`src/rtl/hcs_pkg.sv`:
```
// Shared types, codes and hex digit helpers for the hex codec stream.
// No dependencies; every other file in rtl uses it by scoped names.
package hcs_pkg;

   localparam int QUEUE_DEPTH = 4;
   localparam int QUEUE_AW    = $clog2(QUEUE_DEPTH);

   localparam logic [1:0] MODE_ENC_LOWER = 2'd0;
   localparam logic [1:0] MODE_ENC_UPPER = 2'd1;
   localparam logic [1:0] MODE_DEC_STRICT = 2'd2;
   localparam logic [1:0] MODE_DEC_SPACE  = 2'd3;

   localparam logic [1:0] ST_OK      = 2'd0;
   localparam logic [1:0] ST_INVALID = 2'd1;
   localparam logic [1:0] ST_SHORT   = 2'd2;

   typedef enum logic [1:0] {
      OP_ENCODE = 2'd0,
      OP_BYTE   = 2'd1,
      OP_FINAL  = 2'd2
   } op_type;

   typedef struct packed {
      logic [7:0] in_byte;
      logic       last_item;
   } req_type;

   typedef struct packed {
      logic [7:0]  out_byte;
      logic        has_byte;
      logic        final_res;
      logic [1:0]  status;
      logic [15:0] byte_count;
   } rsp_type;

   typedef struct packed {
      op_type     op;
      logic [7:0] data;
      logic       upper;
      logic       last;
      logic [1:0] status;
   } cmd_type;

   // {invalid, value}
   function automatic logic [4:0] digit_value(input logic [7:0] c);
      logic [4:0] r;
      r = 5'h10;
      if (c >= 8'h30 && c <= 8'h39) begin
         r = {1'b0, 4'(c - 8'h30)};
      end else if (c >= 8'h41 && c <= 8'h46) begin
         r = {1'b0, 4'(c - 8'h37)};
      end else if (c >= 8'h61 && c <= 8'h66) begin
         r = {1'b0, 4'(c - 8'h57)};
      end
      return r;
   endfunction

   function automatic logic [7:0] digit_char(input logic [3:0] nib, input logic upper);
      logic [7:0] r;
      if (nib < 4'd10) begin
         r = 8'h30 + {4'h0, nib};
      end else if (upper) begin
         r = 8'h37 + {4'h0, nib};
      end else begin
         r = 8'h57 + {4'h0, nib};
      end
      return r;
   endfunction

   function automatic logic is_space(input logic [7:0] c);
      return (c == 8'h20) || (c >= 8'h09 && c <= 8'h0d);
   endfunction

endpackage

```
`src/rtl/hcs_front.sv`:
```
// Front end: takes input beats, tracks the half pair and sticky error,
// and issues commands to the queue. Depends on hcs_pkg.
module hcs_front (
   input  logic              clock,
   input  logic              reset,
   input  logic              csr_wr_en,
   input  logic [1:0]        csr_wr_data,
   input  logic              push,
   input  hcs_pkg::req_type  req_data,
   input  logic              q_full,
   output logic              q_push,
   output hcs_pkg::cmd_type  q_cmd
);

   logic [1:0] mode_ff;
   logic       pend_valid_ff, pend_valid_in;
   logic [3:0] pend_nib_ff, pend_nib_in;
   logic [1:0] err_ff, err_in;
   logic       accept;
   logic       have;
   logic [7:0] val;
   logic [4:0] dv;
   logic       last;
   logic [7:0] c;

   assign accept = push && !q_full;
   assign c      = req_data.in_byte;
   assign last   = req_data.last_item;
   assign dv     = hcs_pkg::digit_value(c);

   always_comb begin
      pend_valid_in = pend_valid_ff;
      pend_nib_in   = pend_nib_ff;
      err_in        = err_ff;
      have          = 1'b0;
      val           = 8'h00;
      if (mode_ff == hcs_pkg::MODE_DEC_STRICT || mode_ff == hcs_pkg::MODE_DEC_SPACE) begin
         if (err_ff == hcs_pkg::ST_OK) begin
            if (!pend_valid_ff) begin
               if (mode_ff == hcs_pkg::MODE_DEC_SPACE && last) begin
                  err_in = hcs_pkg::ST_SHORT;
               end else if (mode_ff == hcs_pkg::MODE_DEC_SPACE && hcs_pkg::is_space(c)) begin
                  pend_valid_in = 1'b0;
               end else if (dv[4]) begin
                  err_in = hcs_pkg::ST_INVALID;
               end else begin
                  pend_valid_in = 1'b1;
                  pend_nib_in   = dv[3:0];
               end
            end else begin
               if (dv[4]) begin
                  err_in = hcs_pkg::ST_INVALID;
               end else begin
                  val           = {pend_nib_ff, dv[3:0]};
                  have          = 1'b1;
                  pend_valid_in = 1'b0;
                  pend_nib_in   = 4'h0;
               end
            end
            if (last && mode_ff == hcs_pkg::MODE_DEC_STRICT &&
                err_in == hcs_pkg::ST_OK && pend_valid_in) begin
               err_in = hcs_pkg::ST_SHORT;
            end
         end
      end
   end

   always_comb begin
      q_cmd.data   = c;
      q_cmd.upper  = (mode_ff == hcs_pkg::MODE_ENC_UPPER);
      q_cmd.last   = last;
      q_cmd.status = err_in;
      if (mode_ff == hcs_pkg::MODE_ENC_LOWER || mode_ff == hcs_pkg::MODE_ENC_UPPER) begin
         q_cmd.op = hcs_pkg::OP_ENCODE;
         q_push   = accept;
      end else if (have) begin
         q_cmd.op   = hcs_pkg::OP_BYTE;
         q_cmd.data = val;
         q_push     = accept;
      end else begin
         q_cmd.op   = hcs_pkg::OP_FINAL;
         q_cmd.data = 8'h00;
         q_push     = accept && last;
      end
   end

   always_ff @(posedge clock) begin
      if (reset) begin
         mode_ff       <= hcs_pkg::MODE_ENC_LOWER;
         pend_valid_ff <= 1'b0;
         pend_nib_ff   <= 4'h0;
         err_ff        <= hcs_pkg::ST_OK;
      end else begin
         if (csr_wr_en) begin
            mode_ff <= csr_wr_data;
         end
         if (accept) begin
            // clear run state at the end of a run
            if (last) begin
               pend_valid_ff <= 1'b0;
               pend_nib_ff   <= 4'h0;
               err_ff        <= hcs_pkg::ST_OK;
            end else begin
               pend_valid_ff <= pend_valid_in;
               pend_nib_ff   <= pend_nib_in;
               err_ff        <= err_in;
            end
         end
      end
   end

endmodule

```
`src/rtl/hcs_queue.sv`:
```
// Command queue between front and back ends, QUEUE_DEPTH entries.
// Depends on hcs_pkg.
module hcs_queue (
   input  logic              clock,
   input  logic              reset,
   input  logic              wr_en,
   input  hcs_pkg::cmd_type  wr_cmd,
   output logic              q_full,
   input  logic              rd_en,
   output hcs_pkg::cmd_type  rd_cmd,
   output logic              q_empty
);

   hcs_pkg::cmd_type                mem_ff [hcs_pkg::QUEUE_DEPTH];
   logic [hcs_pkg::QUEUE_AW-1:0]    wr_ptr_ff;
   logic [hcs_pkg::QUEUE_AW-1:0]    rd_ptr_ff;
   logic [hcs_pkg::QUEUE_AW:0]      fill_ff;
   logic                            do_wr;
   logic                            do_rd;

   assign q_full  = (fill_ff == (hcs_pkg::QUEUE_AW+1)'(hcs_pkg::QUEUE_DEPTH));
   assign q_empty = (fill_ff == '0);
   assign do_wr   = wr_en && !q_full;
   assign do_rd   = rd_en && !q_empty;
   assign rd_cmd  = mem_ff[rd_ptr_ff];

   always_ff @(posedge clock) begin
      if (do_wr) begin
         mem_ff[wr_ptr_ff] <= wr_cmd;
      end
   end

   always_ff @(posedge clock) begin
      if (reset) begin
         wr_ptr_ff <= '0;
         rd_ptr_ff <= '0;
         fill_ff   <= '0;
      end else begin
         if (do_wr) begin
            wr_ptr_ff <= wr_ptr_ff + 1'b1;
         end
         if (do_rd) begin
            rd_ptr_ff <= rd_ptr_ff + 1'b1;
         end
         if (do_wr && !do_rd) begin
            fill_ff <= fill_ff + 1'b1;
         end else if (do_rd && !do_wr) begin
            fill_ff <= fill_ff - 1'b1;
         end
      end
   end

endmodule

```
`src/rtl/hcs_back.sv`:
```
// Back end: expands commands into result beats, keeps the output count
// and holds the result register. Depends on hcs_pkg.
module hcs_back #(
   parameter int COUNT_BITS = 16
) (
   input  logic              clock,
   input  logic              reset,
   input  hcs_pkg::cmd_type  q_cmd,
   input  logic              q_empty,
   output logic              q_pop,
   output logic              empty,
   input  logic              pop,
   output hcs_pkg::rsp_type  rsp_data
);

   localparam logic [COUNT_BITS-1:0] COUNT_MAX = {COUNT_BITS{1'b1}};

   logic                  rsp_valid_ff, rsp_valid_in;
   hcs_pkg::rsp_type      rsp_ff, rsp_in;
   logic                  phase_ff, phase_in;
   logic [COUNT_BITS-1:0] count_ff, count_in;
   logic [COUNT_BITS-1:0] count_inc;
   logic                  take;
   logic                  fire;

   assign take      = !rsp_valid_ff || pop;
   assign fire      = take && !q_empty;
   assign count_inc = (count_ff == COUNT_MAX) ? count_ff : count_ff + 1'b1;
   assign empty     = !rsp_valid_ff;
   assign rsp_data  = rsp_ff;

   always_comb begin
      rsp_valid_in = take ? fire : rsp_valid_ff;
      rsp_in       = rsp_ff;
      phase_in     = phase_ff;
      count_in     = count_ff;
      q_pop        = 1'b0;
      if (fire) begin
         rsp_in.status = q_cmd.status;
         case (q_cmd.op)
            hcs_pkg::OP_ENCODE: begin
               rsp_in.has_byte   = 1'b1;
               rsp_in.byte_count = 16'(count_inc);
               if (!phase_ff) begin
                  rsp_in.out_byte  = hcs_pkg::digit_char(q_cmd.data[7:4], q_cmd.upper);
                  rsp_in.final_res = 1'b0;
                  count_in         = count_inc;
                  phase_in         = 1'b1;
               end else begin
                  rsp_in.out_byte  = hcs_pkg::digit_char(q_cmd.data[3:0], q_cmd.upper);
                  rsp_in.final_res = q_cmd.last;
                  count_in         = q_cmd.last ? '0 : count_inc;
                  phase_in         = 1'b0;
                  q_pop            = 1'b1;
               end
            end
            hcs_pkg::OP_BYTE: begin
               rsp_in.out_byte   = q_cmd.data;
               rsp_in.has_byte   = 1'b1;
               rsp_in.final_res  = q_cmd.last;
               rsp_in.byte_count = 16'(count_inc);
               count_in          = q_cmd.last ? '0 : count_inc;
               q_pop             = 1'b1;
            end
            default: begin
               rsp_in.out_byte   = 8'h00;
               rsp_in.has_byte   = 1'b0;
               rsp_in.final_res  = q_cmd.last;
               rsp_in.byte_count = 16'(count_ff);
               count_in          = q_cmd.last ? '0 : count_ff;
               q_pop             = 1'b1;
            end
         endcase
      end
   end

   always_ff @(posedge clock) begin
      rsp_ff <= rsp_in;
   end

   always_ff @(posedge clock) begin
      if (reset) begin
         rsp_valid_ff <= 1'b0;
         phase_ff     <= 1'b0;
         count_ff     <= '0;
      end else begin
         rsp_valid_ff <= rsp_valid_in;
         phase_ff     <= phase_in;
         count_ff     <= count_in;
      end
   end

endmodule

```
`src/rtl/hex_codec_stream.sv`:
```
// Top level of the hex codec stream: front end, command queue, back end.
// Depends on hcs_pkg, hcs_front, hcs_queue and hcs_back.
//
// Hex encoder/decoder on a byte stream. The mode register selects lower or
// upper case encode, strict decode or whitespace-skipping decode; write it
// only between runs. The front end takes one input beat per cycle while the
// four-entry command queue has room. The back end drives one result beat per
// cycle from a single output register while that register is empty or
// popped; an encode item yields one result beat per hex digit, a decode
// item at most one, and one that completes no byte and does not end a run
// none. The final result of a run carries the sticky status and the output
// count, which saturates at 2**COUNT_BITS-1 and is shown in its low 16 bits.
module hex_codec_stream #(
   parameter int COUNT_BITS = 16
) (
   input  logic              clock,
   input  logic              reset,
   input  logic              csr_wr_en,
   input  logic [1:0]        csr_wr_data,
   input  logic              push,
   output logic              full,
   input  hcs_pkg::req_type  req_data,
   output logic              empty,
   input  logic              pop,
   output hcs_pkg::rsp_type  rsp_data
);

   logic             q_push;
   logic             q_full;
   hcs_pkg::cmd_type wr_cmd;
   logic             q_pop;
   logic             q_empty;
   hcs_pkg::cmd_type rd_cmd;

   assign full = q_full;

   hcs_front u_front (
      .clock       (clock),
      .reset       (reset),
      .csr_wr_en   (csr_wr_en),
      .csr_wr_data (csr_wr_data),
      .push        (push),
      .req_data    (req_data),
      .q_full      (q_full),
      .q_push      (q_push),
      .q_cmd       (wr_cmd)
   );

   hcs_queue u_queue (
      .clock   (clock),
      .reset   (reset),
      .wr_en   (q_push),
      .wr_cmd  (wr_cmd),
      .q_full  (q_full),
      .rd_en   (q_pop),
      .rd_cmd  (rd_cmd),
      .q_empty (q_empty)
   );

   hcs_back #(
      .COUNT_BITS (COUNT_BITS)
   ) u_back (
      .clock    (clock),
      .reset    (reset),
      .q_cmd    (rd_cmd),
      .q_empty  (q_empty),
      .q_pop    (q_pop),
      .empty    (empty),
      .pop      (pop),
      .rsp_data (rsp_data)
   );

endmodule
```
`config.mk`:
```
export PLATFORM = sky130hd
export DESIGN_NAME = hex_codec_stream
export DESIGN_NICKNAME = d
export VERILOG_FILES = /design/src/rtl/hcs_pkg.sv /design/src/rtl/hcs_front.sv /design/src/rtl/hcs_queue.sv /design/src/rtl/hcs_back.sv /design/src/rtl/hex_codec_stream.sv
export SDC_FILE = /design/constraint.sdc
export NUM_CORES = 1
export LEC_CHECK = 0
export ABC_CLOCK_PERIOD_IN_PS = 3300
export CAP_MARGIN = 0
export CORE_ASPECT_RATIO = 0.9
export CORE_MARGIN = 2
export CORE_UTILIZATION = 55
export CTS_BUF_LIST = sky130_fd_sc_hd__clkbuf_8
export DETAILED_ROUTE_END_ITERATION = 7
export DONT_BUFFER_PORTS = 1
export GPL_TIMING_DRIVEN = 1
export PLACE_DENSITY_LB_ADDON = 0.3
export SKIP_CTS_REPAIR_TIMING = 1
export SLEW_MARGIN = 10
export SYNTH_ARGS = -nofsm -noshare
export SYNTH_HDL_FRONTEND = slang
export SYNTH_SLANG_ARGS = --single-unit
```
`constraint.sdc`:
```
create_clock -name clock -period 3.3 [get_ports clock]
set_clock_uncertainty 0.1 [all_clocks]
set_input_delay 0.495 -clock clock [delete_from_list [all_inputs] [get_ports clock]]
set_output_delay 0.495 -clock clock [all_outputs]
set_load 0.005 [all_outputs]
```
Word-level counts from Yosys, hierarchy flattened
Memories as Yosys holds them, arrays and structs flattened. A register that Yosys moved wholly into a read port is not among the register bits.
Cells that the tools add are included.
Widths: inputs -> output; s select.
{"block": "word_totals", "mem_count": 1, "mem_bits_rw": 56, "register_bits": 62}
{"memory": "u_queue.mem_ff", "depth": 4, "width": 14, "read_ports": 1, "rd_clocked_by_memory_dff": 1, "write_ports": 1, "line_no": "hcs_queue.sv:14", "source": "hcs_pkg::cmd_type mem_ff [hcs_pkg::QUEUE_DEPTH];"}
{"block": "classes", "n_addsub": 14, "eq_ne": 10, "reduce_logical": 39, "n_lt_le_gt_ge": 10, "mux": 66}
{"op": "$mux 16", "n": 5}
{"op": "$mux 8", "n": 10}
{"op": "$mux 4", "n": 8}
{"op": "$pmux 16 s2", "n": 1}
{"op": "$add 6x4->7 const A", "n": 4}
{"op": "$mux 2", "n": 13}
{"op": "$mux 1", "n": 22}
{"op": "$pmux 10 s2", "n": 1}
{"op": "$add 16x1->16 const B", "n": 1}
{"op": "$add 7x4->8 const A", "n": 2}
{"op": "$eq 16x16->1 const B", "n": 1}
{"op": "$ge 8x7->1 const B", "n": 2}
{"op": "$le 8x7->1 const B", "n": 2}
{"op": "$logic_and 1x1->1", "n": 16}
{"op": "$mux 5", "n": 3}
{"op": "$mux 10", "n": 1}
{"op": "$eq 8x6->1 const B", "n": 1}
{"op": "$ge 8x4->1 const B", "n": 1}
{"op": "$ge 8x6->1 const B", "n": 1}
{"op": "$le 8x4->1 const B", "n": 1}
{"op": "$le 8x6->1 const B", "n": 1}
{"op": "$logic_not 2->1", "n": 4}
{"op": "$lt 4x4->1 const B", "n": 2}
{"op": "$sub 4x3->4 const B", "n": 2}
{"op": "other kinds (19)", "n": 34}

Logic depth before layout (Yosys ltp)
Gate-level depths: netlist (run 1).
{"block": "logic_depth", "word_depth": 18, "depth_mapped": 12, "depth_no_buf": 12}

Cells and area by module
A second synthesis (run 1) with hierarchy kept.
{"block": "hier_totals", "hier_cells": 472, "area_unflattened_um2": 5795.6}
{"mod": "hcs_queue", "cells_each": 121, "area_per_inst_um2": 2509.9, "instances": 1}
{"mod": "hcs_back", "cells_each": 252, "area_per_inst_um2": 2474.9, "instances": 1}
{"mod": "hcs_front", "cells_each": 99, "area_per_inst_um2": 810.8, "instances": 1}

Least setup slack after synthesis (run 1)
OpenSTA, ideal clock, no wires.
{"block": "synth_path", "kind": "input to register", "start": "input port req_data[1] (netlist bit)", "end": "register u_queue.fill_ff[2] (netlist bit)", "stages": 12, "t_arrival_ns": 2.927, "path_slack_ns": 0.202, "path_cell_list": "inv_1 > ha_1 > o21bai_1 > a21oi_1 > o21bai_1 > a31oi_2 > ha_1 > inv_1 > fa_1 > xor2_1 > or3_1 > a21oi_1"}
{"block": "synth_between", "elab_chain_len": 15, "word_cells_on_any_way": 24, "cone_classes": "order compare: 6; mux: 10; reduce/logical: 8"}
{"element": "start, declared", "line_no": "hex_codec_stream.sv:22", "source": "input hcs_pkg::req_type req_data,"}
{"element": "$ge 8x7->1 or $le 8x7->1 (tied branches)", "line_no": "hcs_pkg.sv:52", "source": "end else if (c >= 8'h61 && c <= 8'h66) begin"}
{"element": "$logic_and 1x1->1", "line_no": "hcs_pkg.sv:52"}
{"element": "$mux 5", "line_no": "hcs_pkg.sv:52"}
{"element": "$mux 5", "line_no": "hcs_pkg.sv:50", "source": "end else if (c >= 8'h41 && c <= 8'h46) begin"}
{"element": "$mux 5 *", "line_no": "hcs_pkg.sv:48", "source": "if (c >= 8'h30 && c <= 8'h39) begin"}
{"element": "$mux 1 *", "line_no": "hcs_front.sv:51", "source": "if (dv[4]) begin"}
{"element": "$mux 1 *", "line_no": "hcs_front.sv:39", "source": "if (!pend_valid_ff) begin"}
{"element": "$mux 1 *", "line_no": "hcs_front.sv:38", "source": "if (err_ff == hcs_pkg::ST_OK) begin"}
{"element": "$mux 1 *", "line_no": "hcs_front.sv:37", "source": "if (mode_ff == hcs_pkg::MODE_DEC_STRICT || mode_ff == hcs_pkg::MODE_DEC_SPACE) begin"}
{"element": "$mux 1 *", "line_no": "hcs_front.sv:76", "source": "end else if (have) begin"}
{"element": "$mux 1 *", "line_no": "hcs_front.sv:73", "source": "if (mode_ff == hcs_pkg::MODE_ENC_LOWER || mode_ff == hcs_pkg::MODE_ENC_UPPER) begin"}
{"element": "$logic_and 1x1->1 *", "line_no": "hcs_queue.sv:23", "source": "assign do_wr = wr_en && !q_full;"}
{"element": "named net u_queue.do_wr", "line_no": "hcs_queue.sv:18", "source": "logic do_wr;"}
{"element": "$logic_not 1->1", "line_no": "hcs_queue.sv:47", "source": "end else if (do_rd && !do_wr) begin"}
{"element": "$logic_and 1x1->1", "line_no": "hcs_queue.sv:47"}
{"element": "$reduce_bool 2->1 (no source line)"}
{"element": "end signal, assigned", "line_no": "hcs_queue.sv:46", "source": "fill_ff <= fill_ff + 1'b1;"}
{"element": "end signal, assigned", "line_no": "hcs_queue.sv:48", "source": "fill_ff <= fill_ff - 1'b1;"}
{"element": "end, declared", "line_no": "hcs_queue.sv:17", "source": "logic [hcs_pkg::QUEUE_AW:0] fill_ff;"}
The timed path passes the listed nets; every way through them passes the cells marked *.
A chain may end at the register's enable or synchronous reset.

==> metrics, run 1 <==
Fillers 778; Comb power frac 0.265; Root Driver clkbuf_8; dpl cell area 5880 µm²; Tot GR Track Use 0.216; hold crit path type input pin to flop; Flop pwr share 0.446; syn_area_per_cell 12.1 µm²; Max Clk Rate 0.344 GHz; clock-pin slew on the worst setup and hold paths 0.08 ns; Startpoint Class flop; vias in the first global route 3774; Yosys reg bits 120; fin crit period 2.91 ns; DIE AREA 11200 µm²; Placer Congestion 0.891; crit path max fanout 13; Final Cycle Share 0.882; Bufs and invs on worst path 2; Setup TNS 0 ns; antenna diode count 0; slowest stage delay, CP 0.56 ns; initial antenna violation count 0; clk buf depth 2; Site Rows 35; CTS Sinks 120; Max transition margin 0.436; first-pass GRT wire length 18700 µm; commonest cells after routing, fill and taps aside edfxtp_1, dfxtp_1, nor2_1, inv_1, nand2_1; Synth Flop Type edfxtp_1; synth-to-layout area growth 11.0%; Max Cap Viol 0; overall power 0.00483 W; Slew @ Worst Pin 0.836 ns; Syn Std Cell Area 5680 µm²; NumNets Final 516; CORE AREA 10200 µm²; Starting DRT DRC Count 250; RSZ-0062 raised after global routing false; via count 3915; CP Cell Sequence buf_4, mux4_2, o21ai_1, ha_1, inv_1, fa_1, xor2_1, or3_1, a21oi_1; crit path capture type flop; Non-Filler Instances 630; Setup-failing EPs final 0; # H-tree levels 4; Pins Over Slew Limit 0; switching share of power 0.328; outcome completed; dpl cells 598; Skew-Pair Late Insertion Delay 0.43 ns; Async SR Flop Fraction 0; critical path class flop to flop; DR DRC count 0; Post-Route WL 11500 µm; drt via density 6.21; Reg area 3240 µm²; number of port buffers 0; Post-synth EDFFs 84; largest net degree at the start of global routing 32; DR WL/cell 18.3 µm; power per cell area 767 nW/µm²; die height 100 µm; Int Pwr 0.00325 W; antenna-violating nets left 0; die span in x 111 µm; Final Hold Fails 0; Pre-antenna DRT Iters 5; worst vdd ir 0.000353 V; WP data required 3.56 ns; top cell type by total area after synthesis edfxtp_1; Seq/Total Area, Yosys 0.571; top-area cell type share of the netlist area 0.444; # IOs 46; initial core utilization 0.559; family with the most delay on the worst path adder cells; slowest CP cell mux4_2; Synth Warn # 0; share of layout cells above drive strength 1 0.154; leading cell type in the layout, fill and taps excluded edfxtp_1; Pleak 2.25 nW; Data arrival, critical path 3.17 ns; footprint of the multi-input gates 2260 µm²; Clk pwr share 0.288; TritonCTS Buffers 17; synth top area cells edfxtp_1, dfxtp_1, mux4_2; post-synthesis cell type count 66; post-synth net total 499; P_sw 0.00159 W; Post-Syn Instances 471; total grt overflow 0; dpl hpwl 7920 µm; fin area 6300 µm²; TritonCTS clock tree built
cell families after synthesis:
logic type               count (synthesis)  share of synthesized area
AND/OR/NAND/NOR                        136                      0.128
flip-flops                             120                      0.571
AO/OA/AOI/OAI                          111                      0.130
buffers and inverters                   44                     0.0308
multiplexers                            31                     0.0870
XOR/XNOR                                17                     0.0262
adder cells (fa/ha/maj)                 12                     0.0278
power groups by stage:
stage                     Combinational [W]  Clock, W  Sequential [W]
final                               0.00128   0.00139         0.00216
after detailed placement            0.00128         0         0.00220
after global placement              0.00124         0         0.00218
after CTS                           0.00129   0.00142         0.00216
after global routing                0.00142   0.00150         0.00219
after floorplan                    0.000976         0         0.00214
state kept, by name (all words and copies together) (netlist names), named ones only:
| name | cells |
|---|---|
| u_front.pend_valid_ff | 1 |
| u_back.rsp_data | 28 |
| u_queue.wr_ptr_ff | 2 |
| u_back.phase_ff | 1 |
| u_queue.rd_ptr_ff | 2 |
| u_back.rsp_valid_ff | 1 |
| u_front.mode_ff | 2 |
| u_queue.mem_ff | 56 |
| u_back.count_ff | 16 |
| u_front.err_ff | 2 |
| u_front.pend_nib_ff | 4 |
| u_queue.fill_ff | 3 |
worst reg2reg max path: stages, from the launching register on:
cell and delay, ns:
dfxtp_1 0.35, buf_4 0.29, mux4_2 0.56, o21ai_1 0.24, ha_1 0.22, inv_1 0.07, fa_1 0.38, xor2_1 0.17
or3_1 0.32, a21oi_1 0.14
cells in the mapped netlist (11+ instances only):
cell type and n:
nand2_1 25, ha_1 11, a21oi_1 22, mux4_2 14, dfxtp_1 36, inv_1 27, edfxtp_1 84, a31oi_1 13
nor2_1 30, o21ai_0 23
final timing paths:
| kind | start | to | slack [ns] | depth (start not counted) |
|---|---|---|---|---|
| max | flop | u_queue.fill_ff[2] | 0.39 | 9 |
| min | reset | u_queue.fill_ff[0] | 0.03 | 1 |
| max reg2reg | flop | u_queue.fill_ff[2] | 0.39 | 9 |
| min reg2reg | u_front.pend_nib_ff[3] | u_front.pend_nib_ff[3] | 0.38 | 2 |
metal layers:
metal / GRT usage / share of wire / up-vias
met5: 0 / 0 / -
met4: 0.0883 / 0.011 / 0
met3: 0.0568 / 0.069 / 14
met2: 0.353 / 0.48 / 180
met1: 0.278 / 0.44 / 1903
li1: - / - / 1818
stage by stage:
stage                      util  worst slack (ns)  hold slack [ns]
after floorplan               -             0.202            0.338
after global placement    0.578             0.471            0.357
after detailed placement  0.578             0.302            0.374
after CTS                 0.620             0.342        -0.000485
after global routing      0.620             0.221          0.00114
final                     0.620             0.389           0.0283
cell type report:
class | instances | share of cell area
well taps | 129 | 0.0256
inverters | 28 | 0.0167
clock inverters | 15 | 0.0306
clock buffers | 17 | 0.0371
repair buffers | 14 | 0.0167
flip-flops and latches | 120 | 0.515
multi-input cells | 307 | 0.359
Note: power is estimated with default switching activity, not from simulation.
==> run 2: changes to the inputs <==
Settings changed: CORE_UTILIZATION 55 to 35.
==> run 2 against run 1 <==
Effect of this change: count of clock-buffer cells in the layout is the same; wire length grew 6.4%; total power is 2.2% lower; sequential power barely moved; worst setup slack improved by 0.018 ns; sequential cell count did not move; maximum frequency grew 0.62%; global-route usage fell by 6.8 points; critical path depth unchanged; clock power is 7% lower; utilization down 22 points; non-clock buffer count increased by 2.
==> metrics, run 2 (synthesis gave the netlist of run 1 again) <==
P_sw 0.00157 W (-0.76%); total grt overflow 0 (unchanged); WL met1 5990 µm (+19%); # H-tree levels 4 (unchanged); via count 3804 (-2.8%); Clk pwr share 0.273 (-0.015); vias in the first global route 3841 (+1.8%); die span in x 138 µm (+24%); Bufs and invs on worst path 2 (unchanged); slowest CP cell mux4_2; crit path max fanout 13 (unchanged); synth-to-layout area growth 12.4%; # IOs 46 (unchanged); Final Cycle Share 0.877 (-0.00547); share of layout cells above drive strength 1 0.151 (-0.00260); hold crit path type input pin to flop; DR WL/cell 17.3 µm (-5.6%); Largest Register u_queue.mem_ff; switching share of power 0.333 (+0.00467); Fillers 1509 (+94%); Tot GR Track Use 0.147 (-0.0683); Setup TNS 0 ns (unchanged); Root Driver clkbuf_8; largest net degree at the start of global routing 32 (unchanged); worst vdd ir 0.000376 V (+6.5%); DIE AREA 17300 µm² (+55%); number of port buffers 0 (unchanged); highest metal used met4; Max Clk Rate 0.346 GHz (+0.62%); TritonCTS clock tree built; initial antenna violation count 0 (unchanged); Met2 Wirelength 5400 µm (-3.4%); RSZ-0062 raised after global routing false; Max Cap Viol 0 (unchanged); TritonCTS Buffers 17 (unchanged); Largest register FFs 56 (unchanged); Reg area 3240 µm² (unchanged); Startpoint Class flop; Int Pwr 0.00316 W (-2.8%); leading cell type in the layout, fill and taps excluded edfxtp_1; Skew-Pair Late Insertion Delay 0.45 ns (+0.02 ns); Data arrival, critical path 3.17 ns (about the same); crit path capture type flop; antenna-violating nets left 0 (unchanged); die height 125 µm (+24%); CP Cell Sequence buf_4, mux4_2, o21ai_1, ha_1, inv_1, fa_1, xor2_1, or3_1, a21oi_1; Setup-failing EPs final 0 (unchanged); WP data required 3.58 ns (+0.02 ns); CORE AREA 16000 µm² (+58%); drt via density 5.36 (-14%); Setup WS post-layout 0.407 ns (+0.0180 ns); antenna diode count 0 (unchanged); NumNets Final 518 (+0.39%); Non-Filler Instances 710 (+13%); slowest stage delay, CP 0.56 ns (about the same); Starting DRT DRC Count 248 (-0.80%); Flop pwr share 0.456 (+0.010); Comb power frac 0.272 (+0.007); met3 WL 685 µm (-14%); DR DRC count 0 (unchanged); fin crit period 2.89 ns (-0.0180 ns); CTS Sinks 120 (unchanged); Pins Over Slew Limit 0 (unchanged); critical path class flop to flop; first-pass GRT wire length 19900 µm (+6.9%); Placer Congestion 0.900 (+0.99%); clk buf depth 2 (unchanged); dpl hpwl 8450 µm (+6.7%); power per cell area 741 nW/µm² (-3.4%); commonest cells after routing, fill and taps aside edfxtp_1, dfxtp_1, nor2_1, inv_1, nand2_1; footprint of the multi-input gates 2260 µm² (unchanged); Pleak 2.24 nW (-0.41%); dpl ws 0.324 ns (+0.0220 ns); Max transition margin 0.599 (+0.164); dpl cells 676 (+13%); outcome completed; Slew @ Worst Pin 0.600 ns (-0.236 ns); Site Rows 44 (+26%); Final Hold Fails 0 (unchanged); family with the most delay on the worst path adder cells; Post-Route WL 12300 µm (+6.4%); initial core utilization 0.354 (-0.204); Pre-antenna DRT Iters 4 (-1); clock-pin slew on the worst setup and hold paths 0.08 ns (about the same)
-- run 2: cell types whose count changed in the layout (fill, tap and decap cells not counted), sizes merged --
| cell | delta |
|---|---|
| clkinvlp | +1 |
| clkinv | +1 |
| bufinv | -1 |
| dlygate4sd3 | +2 |
| inv | -1 |
-- run 2: path summary, 6_finish.rpt --
check | startpoint | to | slack, ns | depth (start not counted)
worst max-delay path | flop | u_queue.fill_ff[2] | 0.41 | 9
worst min-delay path | reset | flop | 0.02 | 1
worst max register to register | flop | u_queue.fill_ff[2] | 0.41 | 9
worst min register to register | u_front.pend_nib_ff[3] | u_front.pend_nib_ff[3] | 0.39 | 2
-- run 2: layout make-up --
cell class,instances,area share
timing repair buffer,16,0.0196
clock buffer,17,0.0367
multi-input combinational,307,0.354
sequential,120,0.508
clock inverter,15,0.0241
tap,207,0.0406
inverter,28,0.0165
-- run 2: power by group through the flow --
stage	registers [W]	logic (W)	clock network, W
after detailed placement	0.00220	0.00129	0
final	0.00215	0.00129	0.00129
after floorplan	0.00214	0.000976	0
after global placement	0.00218	0.00127	0
after CTS	0.00216	0.00129	0.00132
after global routing	0.00218	0.00145	0.00138
-- run 2: layer usage --
layer,global-route usage,up-vias
li1,-,1816
met1,0.199,1853
met2,0.218,113
met3,0.0484,22
met4,0.0630,0
met5,0,-
-- run 2: per-stage QoR --
stage	total power, W	hold WS [ns]	utilization	cell area, µm²
CTS	0.00478	-0.0182	0.397	6360
floorplan	0.00311	0.338	-	5680
detailed placement	0.00348	0.380	0.373	5970
finish	0.00473	0.0210	0.398	6380
global route	0.00502	0.00433	0.398	6380
global placement	0.00345	0.365	0.373	5970
-- run 2: worst reg2reg max path, cell delays in order, from the launching register on --
cell and delay (ns):
dfxtp_1 0.35, buf_4 0.29, mux4_2 0.56, o21ai_1 0.26
ha_1 0.23, inv_1 0.06, fa_1 0.37, xor2_1 0.16
or3_1 0.32, a21oi_1 0.13
